### src/rtl/smvg_pkg.sv
`timescale 1ns / 1ps
// Shared types, constants and helper functions of the sphere mesh vertex generator.
package smvg_pkg;

    // Upper bound on the ring and azimuth division counts
    localparam int MAX_DIVISIONS = 1024;

    // Index fields of the input word
    localparam int IDX_W = 10;
    // Corner coordinates carry one extra bit (index plus one)
    localparam int CRD_W = IDX_W + 1;
    // Raw width of a division register
    localparam int CFG_DIV_W = 11;
    // Effective division count and remainder widths
    localparam int DEN_W = $clog2(MAX_DIVISIONS + 1);
    localparam int REM_W = $clog2(MAX_DIVISIONS);
    // Divider numerator: corner coordinate times a full turn (2^32)
    localparam int NUM_W = CRD_W + 32;

    // Q.30 datapath width (values up to 2^30 and coefficients below 2^31)
    localparam int Q_W = 31;
    localparam int QSIN_LAT = 6;

    localparam logic [Q_W-1:0] ONE_Q30    = 31'h4000_0000;
    localparam logic [Q_W-1:0] C1         = 31'd1686629713;
    localparam logic [Q_W-1:0] C3         = 31'd693598668;
    localparam logic [Q_W-1:0] C5         = 31'd85569305;
    localparam logic [Q_W-1:0] C7         = 31'd5026995;
    localparam logic [Q_W-1:0] C9         = 31'd172273;
    localparam logic [Q_W-1:0] TWO_PI_Q28 = 31'd1686629713;

    localparam logic [2:0] LAST_CORNER = 3'd5;

    // Register map index (byte address / 4)
    typedef enum logic [1:0] {
        REG_RADIUS   = 2'd0,
        REG_AZ_DIV   = 2'd1,
        REG_RING_DIV = 2'd2
    } reg_index_t;

    // Effective configuration seen by the datapath
    typedef struct packed {
        logic [15:0]      radius;
        logic [DEN_W-1:0] az_div;
        logic [DEN_W-1:0] ring_div;
    } cfg_t;

    // One corner leaving the sequencer
    typedef struct packed {
        logic             vld;
        logic [CRD_W-1:0] ring;
        logic [CRD_W-1:0] azim;
        logic [2:0]       corner;
        logic             last;
    } corner_t;

    // Ring offset of each corner: (i,j) (i+1,j) (i,j+1) (i+1,j) (i+1,j+1) (i,j+1)
    function automatic logic corner_dr(input logic [2:0] k);
        logic d;
        case (k)
            3'd1, 3'd3, 3'd4: d = 1'b1;
            default:          d = 1'b0;
        endcase
        return d;
    endfunction

    function automatic logic corner_da(input logic [2:0] k);
        logic d;
        case (k)
            3'd2, 3'd4, 3'd5: d = 1'b1;
            default:          d = 1'b0;
        endcase
        return d;
    endfunction

    // Zero acts as one, large values clip to the maximum
    function automatic logic [DEN_W-1:0] eff_div(input logic [CFG_DIV_W-1:0] d);
        logic [DEN_W-1:0] r;
        if (d == '0) begin
            r = DEN_W'(1);
        end else if (32'(d) > MAX_DIVISIONS) begin
            r = DEN_W'(MAX_DIVISIONS);
        end else begin
            r = DEN_W'(d);
        end
        return r;
    endfunction

    // (a * b) >> 30, for operands whose scaled product stays below 2^31
    function automatic logic [Q_W-1:0] mul_q30(input logic [Q_W-1:0] a,
                                               input logic [Q_W-1:0] b);
        logic [2*Q_W-1:0] p;
        p = (2*Q_W)'(a) * (2*Q_W)'(b);
        return p[Q_W+29:30];
    endfunction

endpackage

### src/rtl/smvg_corner_seq.sv
`timescale 1ns / 1ps
// Cell capture and six-corner sequencer, one corner per cycle while en is high.
module smvg_corner_seq import smvg_pkg::*; (
    input  logic             aclk,
    input  logic             aresetn,
    input  logic             en,
    input  logic             s_tvalid,
    output logic             s_tready,
    input  logic [IDX_W-1:0] ring_in,
    input  logic [IDX_W-1:0] azim_in,
    output corner_t          corner_o
);

    logic             busy_reg;
    logic [2:0]       cnt_reg;
    logic [IDX_W-1:0] ri_reg;
    logic [IDX_W-1:0] ai_reg;
    logic             vld_reg;
    logic [CRD_W-1:0] ring_reg;
    logic [CRD_W-1:0] azim_reg;
    logic [2:0]       corner_reg;
    logic             last_reg;
    logic             take;

    // next cell taken while the last corner of the current one goes out
    assign s_tready = en && (!busy_reg || cnt_reg == LAST_CORNER);
    assign take     = s_tvalid && s_tready;

    always_ff @(posedge aclk) begin
        if (!aresetn) begin
            busy_reg <= 1'b0;
            cnt_reg  <= '0;
            vld_reg  <= 1'b0;
        end else if (en) begin
            vld_reg <= busy_reg;
            if (take) begin
                busy_reg <= 1'b1;
                cnt_reg  <= '0;
            end else if (busy_reg) begin
                if (cnt_reg == LAST_CORNER) begin
                    busy_reg <= 1'b0;
                end
                cnt_reg <= cnt_reg + 3'd1;
            end
        end
    end

    always_ff @(posedge aclk) begin
        if (take) begin
            ri_reg <= ring_in;
            ai_reg <= azim_in;
        end
        if (en) begin
            ring_reg   <= CRD_W'(ri_reg) + CRD_W'(corner_dr(cnt_reg));
            azim_reg   <= CRD_W'(ai_reg) + CRD_W'(corner_da(cnt_reg));
            corner_reg <= cnt_reg;
            last_reg   <= (cnt_reg == LAST_CORNER);
        end
    end

    assign corner_o = {vld_reg, ring_reg, azim_reg, corner_reg, last_reg};

endmodule

### config.mk
export PLATFORM = sky130hd
export DESIGN_NAME = smvg_corner_seq
export DESIGN_NICKNAME = d
export VERILOG_FILES = /design/src/rtl/smvg_pkg.sv /design/src/rtl/smvg_corner_seq.sv
export SDC_FILE = /design/constraint.sdc
export NUM_CORES = 1
export LEC_CHECK = 0
export BUFFER_PORTS_ARGS = -buffer_cell sky130_fd_sc_hd__buf_2
export CAP_MARGIN = 40
export CORE_MARGIN = 2
export CORE_UTILIZATION = 47
export CTS_CLUSTER_DIAMETER = 40
export DETAILED_ROUTE_END_ITERATION = 7
export PLACE_DENSITY = 0.75
export RECOVER_POWER = 25
export SLEW_MARGIN = 20
export SYNTH_ARGS = -nofsm -noshare
export SYNTH_HDL_FRONTEND = slang
export SYNTH_SLANG_ARGS = --single-unit
export TNS_END_PERCENT = 1
### constraint.sdc
create_clock -name aclk -period 2.1 [get_ports aclk]
set_input_delay 0.105 -clock aclk [delete_from_list [all_inputs] [get_ports aclk]]
set_output_delay 0.105 -clock aclk [all_outputs]
set_load 0.02 [all_outputs]
# After elaboration in Yosys (flattened, before gate mapping)
# Index checks and enable logic that the tools add are counted.
[word_totals]
wordCells = 34
output_inout_bits = 28
input_bits = 24
reg_bits = 51
[op_classes]
n_eq_ne = 5
add_sub_neg = 3
muxes = 9
n_reduce_logical = 8
[op_table]
columns = ["operator", "n"]
rows = [
  ["$add 10x1->11", 2],
  ["$mux 1", 7],
  ["$eq 3x2->1 const B", 2],
  ["$eq 3x3->1 const B", 2],
  ["$mux 3", 2],
  ["$reduce_or 3->1", 2],
  ["$add 3x1->3 const B", 1],
  ["$eq 3x1->1 const B", 1],
  ["$logic_and 1x1->1", 2],
  ["$reduce_and 2->1", 1],
  ["$reduce_bool 2->1", 1],
  ["$logic_not 1->1", 1],
  ["$logic_or 1x1->1", 1],
]

# Depth between registers and ports, before layout
# Gate-level depths: netlist of the first run.
[depth]
word_depth = 6
ltp_mapped = 9
depth_no_buf = 9

# Worst setup path after synthesis of the first run
# OpenSTA, ideal clock, no wires.
[synth_timing]
path_type = "register -> register"
from = "register cnt_reg[1]"
to = "register ring_reg[10] (data pin)"
required_time_ns = 1.845
path_slack_ns = -0.086
period_less_slack_ns = 2.186
path_stages_with_launch = 10
setup_ns = 0.255
path_buffers = 0
arrival_ns = 1.931
path_cell_list = "dfxtp_1 -> inv_1 -> ha_1 -> nor2b_1 -> a211o_1 -> ha_1 -> ha_1 -> and3_1 -> and3_1 -> and3_1"
[synth_between]
elab_chain_len = 5
word_cells_on_any_way = 7
cone_classes = "add/sub (1); eq/ne (3); mux (2); reduce/logical (1)"
[synth_rtl]
columns = ["item", "line", "rtl"]
rows = [
  ["start: declaration", "smvg_corner_seq.sv:15", "logic [2:0] cnt_reg;"],
  ["start signal: assignment", "smvg_corner_seq.sv:43", "cnt_reg <= cnt_reg + 3'd1;"],
  ["$eq 3x3->1, or another cell as far along", "smvg_pkg.sv:60", "case (k)"],
  ["$reduce_or 3->1 (*)", "smvg_pkg.sv:60", ""],
  ["$mux 1 (*)", "smvg_pkg.sv:60", ""],
  ["$mux 1 (*)", "smvg_corner_seq.sv:53", "if (en) begin"],
  ["$add 10x1->11 (*)", "smvg_corner_seq.sv:54", "ring_reg <= CRD_W'(ri_reg) + CRD_W'(corner_dr(cnt_reg));"],
  ["end signal: assignment", "smvg_corner_seq.sv:54", ""],
  ["end: declaration", "smvg_corner_seq.sv:19", "logic [CRD_W-1:0] ring_reg;"],
]
# Every way passes the cells marked *; elsewhere a longest branch is shown, timed or not. The select of a mux whose other input is x is not followed.
# A chain may end at the register's enable or synchronous reset.

# Final worst setup path of the first run
[layout_timing]
from = "register cnt_reg[0]"
to = "register ring_reg[10] (data pin)"
# The elaborated chain is that of the path after synthesis.

==> results.py, run 1 <==
metrics = {
    "synth": {
        "synth.most_common_cell": "edfxtp_1",
        "synthTopCellsByArea": "edfxtp_1 67%, ha_1 5.5%, xnor2_1 5.1%",
        "yosysUniqueCellTypes": 24,
        "synth_edf_count": 46,
        "yosys.area.top_type": "edfxtp_1",
        "ys_ff_latch": 51,
        "async_reset_ff_share_pct": 0,
        "syn_nets": 166,
        "synth_common_cells": "46 x edfxtp_1, 12 x xnor2_1, 11 x nand2_1, 9 x ha_1",
        "syn_avg_cell_area_um2": 15.4,
        "synth_top_area_share_pct": 67.5,
        "ys_seq_area_share_pct": 72.4,
        "syn_inst": 133,
        "syn_area_mm2": 0.00205,
        "yosys_warnings": 0,
        "synth_ff_type": "edfxtp_1",
    },
    "clock_tree": {
        "clk_pin_slew_ns": 0.09,
        "cts_tree": "done",
        "cts_max_path_buffers": 2,
        "clk_latency_ns": 0.30,
        "cts.sinks": 51,
        "cts_buffers": 5,
        "htree_levels": 2,
        "cts_root_buf": "clkbuf_8",
    },
    "finish": {
        "antenna_cells": 0,
        "drive_gt1_share_pct": 35.7,
        "syn2layout_area_growth_pct": 35.5,
        "post-route-util_pct": 67.9,
        "multi_input_area_um2": 581,
        "fin_nets": 253,
        "fill_cells": 315,
        "seqCellArea_mm2": 0.00149,
    },
    "worst_setup_path": {
        "worstPathArrival_ns": 2.10,
        "path_class": "flop to flop",
        "cp_data_required_time_ns": 2.16,
        "timing.rr.end": "ring_reg[10]$_DFFE_PP_",
        "cp-end-kind": "flop",
        "timing.rr.start": "cnt_reg[0]$_SDFFE_PN0P_",
        "crit_end": "ring_reg[10]$_DFFE_PP_",
        "rr_worst_depth": 8,
        "start_kind": "flop",
        "r2r_slack_ns": 0.07,
        "crit_fanout": 4,
        "critPathLaunch": "cnt_reg[0]$_SDFFE_PN0P_",
    },
    "timing": {
        "hold_viol": 0,
        "worst_pin_slew_ns": 1.09,
        "setup_viol": 0,
        "relSlewSlack_pct": 27.6,
        "period_needed_ns": 2.03,
        "skew_ns": 0.00408,
        "slew_violations": 0,
        "fmax_mhz": 492,
        "whs_ns": 0.103,
        "grt_setup_unrepaired": "no",
        "finalCritPeriodShare_pct": 96.9,
    },
    "grt": {
        "grt_usage_pct": 16.9,
        "grt_pass1_wl_mm": 6.33,
        "antenna_found_initial": 0,
        "first_global_vias": 1411,
        "grt-ovfl-total": 0,
        "grt_max_degree": 21,
    },
    "drt": {
        "antenna_left": 0,
        "wl_mm": 4.02,
        "drc": 0,
        "wl_per_cell_um": 14.8,
        "dr.pass1.iters": 4,
        "first_iter_violations": 89,
        "vias_per_cell": 4.90,
        "route.vias.total": 1329,
    },
    "power": {
        "leakage_nw": 1.10,
        "ir_drop_mv": 0.510,
        "total_power_mw": 1.90,
        "power_density_mw_per_mm2": 686,
    },
    "die": {
        "start_util_pct": 50.1,
        "num_rows": 23,
        "core_area_mm2": 0.00409,
        "boundaryPins": 52,
        "die_h_um": 70.0,
        "die_w_um": 70.0,
        "dieArea_mm2": 0.00490,
    },
    "placement": {
        "io_buffers": 51,
        "dpl.hpwl_mm": 2.88,
        "gp_congestion": 0.750,
    },
    "flow_run": {
        "cap_violations": 0,
    },
    "min_path": {
        "hold_class": "input port to flop",
    },
    "outcome": {
        "outcome": "complete, no violations",
    },
}
[cell families (layout without fill, tap and decap cells)]
logic type / Yosys count / after routing / share of synthesized area [%]
AOI/OAI and AO/OA: 10 / 10 / 2.93
xor gates and xnor gates: 16 / 16 / 6.85
adders and majority gates: 9 / 9 / 5.50
buffers and inverters: 9 / 97 / 2.14
DFF: 51 / 51 / 72.4
and+or+nand+nor: 38 / 38 / 10.2
[layout by cell type (no fill, tap or decap), types with 4 or more instances in the layout]
master	count
xnor2_1	12
nand4_1	7
clkbuf_8	5
inv_1	4
buf_4	11
nand3_1	7
xor2_1	4
clkbuf_1	6
a21oi_1	5
buf_2	47
edfxtp_1	46
nand2_1	11
dlygate4sd3_1	20
[through the flow]
stage               cells  TNS [ns]  cell area [um^2]  setup WS [ns]
floorplan             133  -0.00884              2050       -0.00884
finish                271         0              2770         0.0657
global route          271         0              2770         0.0160
global placement      241         0              2430         0.0176
detailed placement    241   -0.0962              2430        -0.0671
CTS                   270         0              2730        0.00641
[worst min path at each step]
stage          startpoint                      end  slack (ns)  depth (start not counted)
2_1_floorplan  azim_in[0]      ai_reg[0]$_DFFE_PP_        0.20                          0
3_3_place_gp   ring_in[0]      ri_reg[0]$_DFFE_PP_        0.28                          1
3_5_place_dp   ring_in[3]      ri_reg[3]$_DFFE_PP_        0.28                          1
4_1_cts           aresetn  cnt_reg[0]$_SDFFE_PN0P_        0.09                          3
5_1_grt           aresetn     vld_reg$_SDFFE_PN0P_        0.11                          3
6_report          aresetn    busy_reg$_SDFFE_PN0P_        0.10                          3
[where the power goes]
group	total, mW	switching [mW]	internal, mW	leakage [nW]
Combinational	0.192	0.103	0.0892	0.575
Sequential	1.19	0.0272	1.16	0.486
Clock	0.525	0.297	0.228	0.0403
[per-layer routing]
layer | routed length, um | share of wire [%] | vias to the layer above | track usage (%)
li1 | - | - | 665 | -
met1 | 1580 | 39 | 616 | 18.6
met2 | 2180 | 54 | 42 | 30.7
met3 | 199 | 4.9 | 6 | 3.90
met4 | 67 | 1.7 | 0 | 7.91
met5 | 0 | 0 | - | 0
[critical path, cell delays in order (launching register included)]
cell and delay (ns):
dfxtp_4 0.37, ha_4 0.16, ha_2 0.15, a211o_1 0.30, ha_4 0.18, ha_4 0.16, and3_4 0.14, and3_4 0.17
and3_1 0.17
[cell type report]
cell class,count,area share (%)
Multi-Input combinational cell,73,20.9
Timing Repair Buffer,84,19.5
Sequential cell,51,53.7
Clock buffer,6,2.62
Tap cell,50,2.26
Clock inverter,2,0.271
Inverter,5,0.677
[timing repair]
| action | CTS | global route |
|---|---|---|
| buffers inserted | 1 | 1 |
| endpoints found under the hold margin | 20 | 0 |
| gates resized for setup | 3 | 11 |
| hold buffers | 20 | 0 |
| pin swaps | 0 | 2 |
| endpoints found under the setup margin | 4 | 4 |
No activity file was read; power rests on OpenSTA's default activity.
==> run 2, diff against run 1 <==
BUFFER_PORTS_ARGS = -buffer_cell sky130_fd_sc_hd__clkbuf_2   (was -buffer_cell sky130_fd_sc_hd__buf_2)
==> run 2 against run 1 <==
  * Register-to-register slack got worse by 0.02 ns
  * Critical path depth increased by 1
  * Clock skew rose by 0.0051 ns
  * Non-clock buffer count fell by 1
  * Cell area is 0.41% lower
  * Global-route usage fell by 0.31 points
  * Die area did not move
  * Critical path type unchanged
  * Routed wire length is 0.65% lower
  * Cell count is 0.74% lower
  * Highest routed layer unchanged
  * Count of clock-buffer cells in the layout decreased by 1
  * Utilization down 0.28 points
  * Fmax is 0.92% lower
==> results.py, run 2 (synthesis results as in run 1) <==
metrics = {
    "outcome": {
        "outcome": "complete, no violations",
    },
    "timing": {
        "relSlewSlack_pct": 22.7,
        "slew_violations": 0,
        "worst_pin_slew_ns": 1.16,
        "hold_viol": 0,
        "period_needed_ns": 2.05,
        "finalCritPeriodShare_pct": 97.8,
        "fmax_mhz": 487,
        "setup_tns_ns": 0,
        "skew_ns": 0.00915,
        "setup_viol": 0,
    },
    "grt": {
        "first_global_vias": 1360,
        "antenna_found_initial": 0,
        "grt_max_degree": 22,
        "grt_usage_pct": 16.6,
        "grt_pass1_wl_mm": 6.20,
        "grt-ovfl-total": 0,
    },
    "min_path": {
        "hp-start": "aresetn",
        "hold_end": "cnt_reg[0]$_SDFFE_PN0P_",
        "whs_path_depth": 3,
        "hold_class": "input port to flop",
    },
    "clock_tree": {
        "clk_pin_slew_ns": 0.09,
        "cts_buffers": 5,
        "cts_tree": "done",
        "cts_max_path_buffers": 2,
        "clk_latency_ns": 0.30,
        "cts.sinks": 51,
        "htree_levels": 2,
        "cts_root_buf": "clkbuf_8",
    },
    "worst_setup_path": {
        "cp_data_required_time_ns": 2.16,
        "crit_family": "simple AND/OR/NAND/NOR gates",
        "timing.rr.start": "cnt_reg[1]$_SDFFE_PN0P_",
        "start_kind": "flop",
        "crit_slowest_cell": "dfxtp_2",
        "rr_worst_depth": 9,
        "cp_cell_sequence": "inv_2 -> ha_4 -> nor2b_1 -> a211o_1 -> ha_4 -> ha_4 -> and3_4 -> and3_4 -> and3_4",
        "crit_buf_inv": 1,
        "cp-end-kind": "flop",
        "timing.rr.end": "ring_reg[10]$_DFFE_PP_",
        "max_stage_delay_ns": 0.37,
        "path_class": "flop to flop",
        "r2r_slack_ns": 0.05,
        "crit_fanout": 4,
        "worstPathArrival_ns": 2.12,
    },
    "finish": {
        "mostFrequentLayoutCells": "49 x clkbuf_2, 46 x edfxtp_1, 20 x dlygate4sd3_1, 12 x xnor2_1, 11 x nand2_1",
        "antenna_cells": 0,
        "fin_cells": 269,
        "syn2layout_area_growth_pct": 34.9,
        "mostFrequentLayoutCell": "clkbuf_2",
        "fill_cells": 313,
        "drive_gt1_share_pct": 36.1,
        "fin_nets": 252,
    },
    "drt": {
        "wl_per_cell_um": 14.9,
        "vias_per_cell": 4.99,
        "dr.pass1.iters": 4,
        "wl_mm": 4.00,
        "drc": 0,
        "route.vias.total": 1341,
        "antenna_left": 0,
        "first_iter_violations": 70,
    },
    "die": {
        "num_rows": 23,
        "core_area_mm2": 0.00409,
        "start_util_pct": 50.1,
        "die_h_um": 70.0,
        "die_w_um": 70.0,
        "dieArea_mm2": 0.00490,
        "boundaryPins": 52,
    },
    "flow_run": {
        "cap_violations": 0,
    },
    "power": {
        "ir_drop_mv": 0.619,
        "power_density_mw_per_mm2": 689,
        "leakage_nw": 1.11,
        "total_power_mw": 1.90,
    },
    "placement": {
        "gp_congestion": 0.757,
        "placedCellCount": 241,
        "io_buffers": 51,
        "dpl.hpwl_mm": 2.83,
    },
}
## run 2: worst max path at each step
stage | cells past startpoint | to | startpoint | slack, ns
finish | 9 | ring_reg[10]$_DFFE_PP_ | cnt_reg[1]$_SDFFE_PN0P_ | 0.05
global route | 9 | ring_reg[10]$_DFFE_PP_ | cnt_reg[1]$_SDFFE_PN0P_ | -0.01
CTS | 8 | ring_reg[10]$_DFFE_PP_ | cnt_reg[0]$_SDFFE_PN0P_ | 0.008
detailed placement | 9 | ring_reg[10]$_DFFE_PP_ | cnt_reg[1]$_SDFFE_PN0P_ | -0.06
global placement | 9 | ring_reg[10]$_DFFE_PP_ | cnt_reg[1]$_SDFFE_PN0P_ | 0.02
floorplan | 9 | ring_reg[10]$_DFFE_PP_ | cnt_reg[1]$_SDFFE_PN0P_ | -0.009
## run 2: repair_timing
item	4_1_cts	5_1_grt
hold buffers	20	0
setup buffers	1	0
resized for setup	5	7
endpoints found under the setup margin	2	1
endpoints found under the hold margin	20	0
pin swaps	2	2
## run 2: power by group
| part | internal, mW | total, mW | switching, mW |
|---|---|---|---|
| Sequential | 1.16 | 1.19 | 0.0283 |
| Combinational | 0.0884 | 0.192 | 0.104 |
| Clock | 0.222 | 0.522 | 0.299 |
## run 2: tightest hold or removal path, stage by stage
cell and delay (ns):
clkbuf_2 0.08, inv_1 0.12, a21oi_1 0.05
## run 2: final cells by class
class / count / area (um^2) / area share [%]
tap: 50 / 62.6 / 2.27
multi-input combinational: 73 / 581 / 21.0
sequential: 51 / 1490 / 53.8
timing repair buffer: 83 / 536 / 19.4
inverter: 5 / 18.8 / 0.680
clock inverter: 2 / 8.76 / 0.317
clock buffer: 5 / 68.8 / 2.49
## run 2: metal layers
metal	wire, um	GRT usage (%)	vias up
li1	-	-	661
met1	1520	16.9	642
met2	2250	32.3	34
met3	167	3.90	4
met4	52	6.41	0
met5	0	0	-
## run 2: metrics by stage
stage	cell area, um^2	utilization (%)	setup slack, ns	hold slack (ns)
floorplan	2050	-	-0.00884	0.204
global placement	2430	59.5	0.0184	0.282
detailed placement	2430	59.5	-0.0582	0.284
CTS	2730	66.8	0.00840	0.0878
global route	2760	67.6	-0.0145	0.111
finish	2760	67.6	0.0468	0.0945
==> run 3, diff against run 2 <==
ABC_CLOCK_PERIOD_IN_PS = 2100   (was not set)
HOLD_SLACK_MARGIN = 0.15   (was not set)
RECOVER_POWER = not set   (was 25)
==> run 3 against run 2 <==
  * Worst hold slack gained 0.058 ns
  * First-iteration DRC count shrank 2.9%
  * Clock power is essentially flat
  * Total power grew 0.23%
  * Non-clock buffer count grew 1
  * Fmax is essentially flat
  * Register-to-register slack is essentially flat
  * Critical endpoint unchanged
  * Routed wire length grew 0.58%
  * Count of clock-buffer cells in the layout is the same
==> results.py, run 3 (synthesis results as in run 1) <==
metrics = {
    "timing": {
        "skew_ns": 0.00887,
        "fmax_mhz": 487,
        "hold_viol": 0,
        "worst_pin_slew_ns": 0.312,
        "relSlewSlack_pct": 79.2,
        "fin_ws_ns": 0.0449,
        "finalCritPeriodShare_pct": 97.9,
        "slew_violations": 0,
        "setup_viol": 0,
        "period_needed_ns": 2.06,
    },
    "worst_setup_path": {
        "crit_end": "ring_reg[10]$_DFFE_PP_",
        "rr_worst_depth": 9,
        "timing.rr.end": "ring_reg[10]$_DFFE_PP_",
        "cp_cell_sequence": "inv_2 -> ha_4 -> nor2b_1 -> a211o_1 -> ha_4 -> ha_4 -> and3_4 -> and3_4 -> and3_4",
        "crit_slowest_cell": "dfxtp_2",
        "path_class": "flop to flop",
        "timing.rr.start": "cnt_reg[1]$_SDFFE_PN0P_",
        "max_stage_delay_ns": 0.37,
        "r2r_slack_ns": 0.04,
        "cp_data_required_time_ns": 2.16,
        "crit_fanout": 4,
        "critPathLaunch": "cnt_reg[1]$_SDFFE_PN0P_",
        "start_kind": "flop",
        "worstPathArrival_ns": 2.12,
        "cp-end-kind": "flop",
    },
    "grt": {
        "first_global_vias": 1366,
        "antenna_found_initial": 0,
        "grt_max_degree": 22,
        "grt_pass1_wl_mm": 6.22,
        "grt_usage_pct": 16.7,
        "grt-ovfl-total": 0,
    },
    "drt": {
        "wl_met3_um": 152,
        "wl_per_cell_um": 14.9,
        "first_iter_violations": 68,
        "wl_met1_mm": 1.54,
        "dr.max_layer_used": "met4",
        "wl_mm": 4.02,
        "route.met2.wl_mm": 2.27,
        "vias_per_cell": 4.98,
        "route.vias.total": 1345,
        "drc": 0,
        "antenna_left": 0,
        "dr.pass1.iters": 4,
    },
    "clock_tree": {
        "htree_levels": 2,
        "clk_pin_slew_ns": 0.09,
        "cts_root_buf": "clkbuf_8",
        "cts.sinks": 51,
        "cts_tree": "done",
        "clk_latency_ns": 0.30,
        "cts_max_path_buffers": 2,
        "cts_buffers": 5,
    },
    "placement": {
        "placedCellCount": 241,
        "place_ws_ns": -0.0582,
        "gp_congestion": 0.757,
        "dpl.hpwl_mm": 2.83,
        "io_buffers": 51,
    },
    "die": {
        "die_w_um": 70.0,
        "dieArea_mm2": 0.00490,
        "boundaryPins": 52,
        "die_h_um": 70.0,
        "core_area_mm2": 0.00409,
        "num_rows": 23,
        "start_util_pct": 50.1,
    },
    "outcome": {
        "outcome": "complete, no violations",
    },
    "finish": {
        "drive_gt1_share_pct": 37.7,
        "fin_cells": 270,
        "fin_nets": 253,
        "mostFrequentLayoutCells": "51 x clkbuf_2, 46 x edfxtp_1, 21 x dlygate4sd3_1, 12 x xnor2_1, 12 x buf_4",
        "antenna_cells": 0,
        "mostFrequentLayoutCell": "clkbuf_2",
        "syn2layout_area_growth_pct": 35.9,
    },
    "flow_run": {
        "cap_violations": 0,
    },
    "power": {
        "leakage_nw": 1.13,
        "power_density_mw_per_mm2": 685,
        "ir_drop_mv": 0.619,
    },
    "min_path": {
        "hold_class": "input port to flop",
    },
}
## run 3: cell types whose count changed in the layout (fill, tap and decap cells not counted)
cell,previous run,this run
clkbuf_1,4,0
dlygate4sd3_1,20,21
buf_4,10,12
clkbuf_2,49,51
## run 3: repair_timing
action,4_1_cts,5_1_grt
gates resized for setup,5,7
pin swaps,2,2
hold endpoints to repair,25,0
endpoints found under the setup margin,2,1
hold buffers,21,0
buffers inserted,1,0
## run 3: how the worst min path moves through the flow
stage               depth (start not counted)  slack [ns]        from               endpoint
floorplan                                   0        0.20  azim_in[0]    ai_reg[0]$_DFFE_PP_
global placement                            1        0.28  ring_in[0]    ri_reg[0]$_DFFE_PP_
detailed placement                          1        0.28  ring_in[6]    ri_reg[6]$_DFFE_PP_
CTS                                         3        0.15    s_tvalid  busy_reg$_SDFFE_PN0P_
global route                                3        0.17    s_tvalid  busy_reg$_SDFFE_PN0P_
finish                                      3        0.15    s_tvalid  busy_reg$_SDFFE_PN0P_
## run 3: layout make-up
type,instances,area (um^2)
Clock buffer,5,68.8
Clock inverter,2,8.76
Fill cell,307,1310
Inverter,5,18.8
Multi-Input combinational cell,73,581
Sequential cell,51,1490
Tap cell,50,62.6
Timing Repair Buffer,84,556
## run 3: where the power goes
part | total, mW | switching [mW] | internal (mW)
combinational | 0.196 | 0.105 | 0.0917
clock | 0.523 | 0.300 | 0.222
sequential | 1.19 | 0.0284 | 1.16
total | 1.91 | 0.433 | 1.47
## run 3: critical path: cells and delay by family, from the launching register on
kind	cells	cell delay, ns
AO/OA/AOI/OAI	1	0.31
adder cells (fa/ha/maj)	3	0.48
buffers and inverters	1	0.06
AND/OR/NAND/NOR	4	0.60
flip-flops	1	0.37
## run 3: per-layer routing
| metal | vias to the layer above | GRT usage [%] |
|---|---|---|
| met5 | - | 0 |
| met4 | 0 | 6.41 |
| met3 | 4 | 3.90 |
| met2 | 38 | 32.4 |
| met1 | 640 | 16.9 |
| li1 | 663 | - |
## run 3: through the flow
step                setup TNS (ns)  power [mW]  instance area [um^2]  hold WS [ns]  util [%]
global route               -0.0146        1.98                  2780         0.170      68.1
CTS                              0        1.91                  2740         0.151      67.0
finish                           0        1.91                  2780         0.152      68.1
global placement                 0        1.36                  2430         0.282      59.5
detailed placement         -0.0692        1.37                  2430         0.284      59.5
floorplan                 -0.00884        1.29                  2050         0.204         -
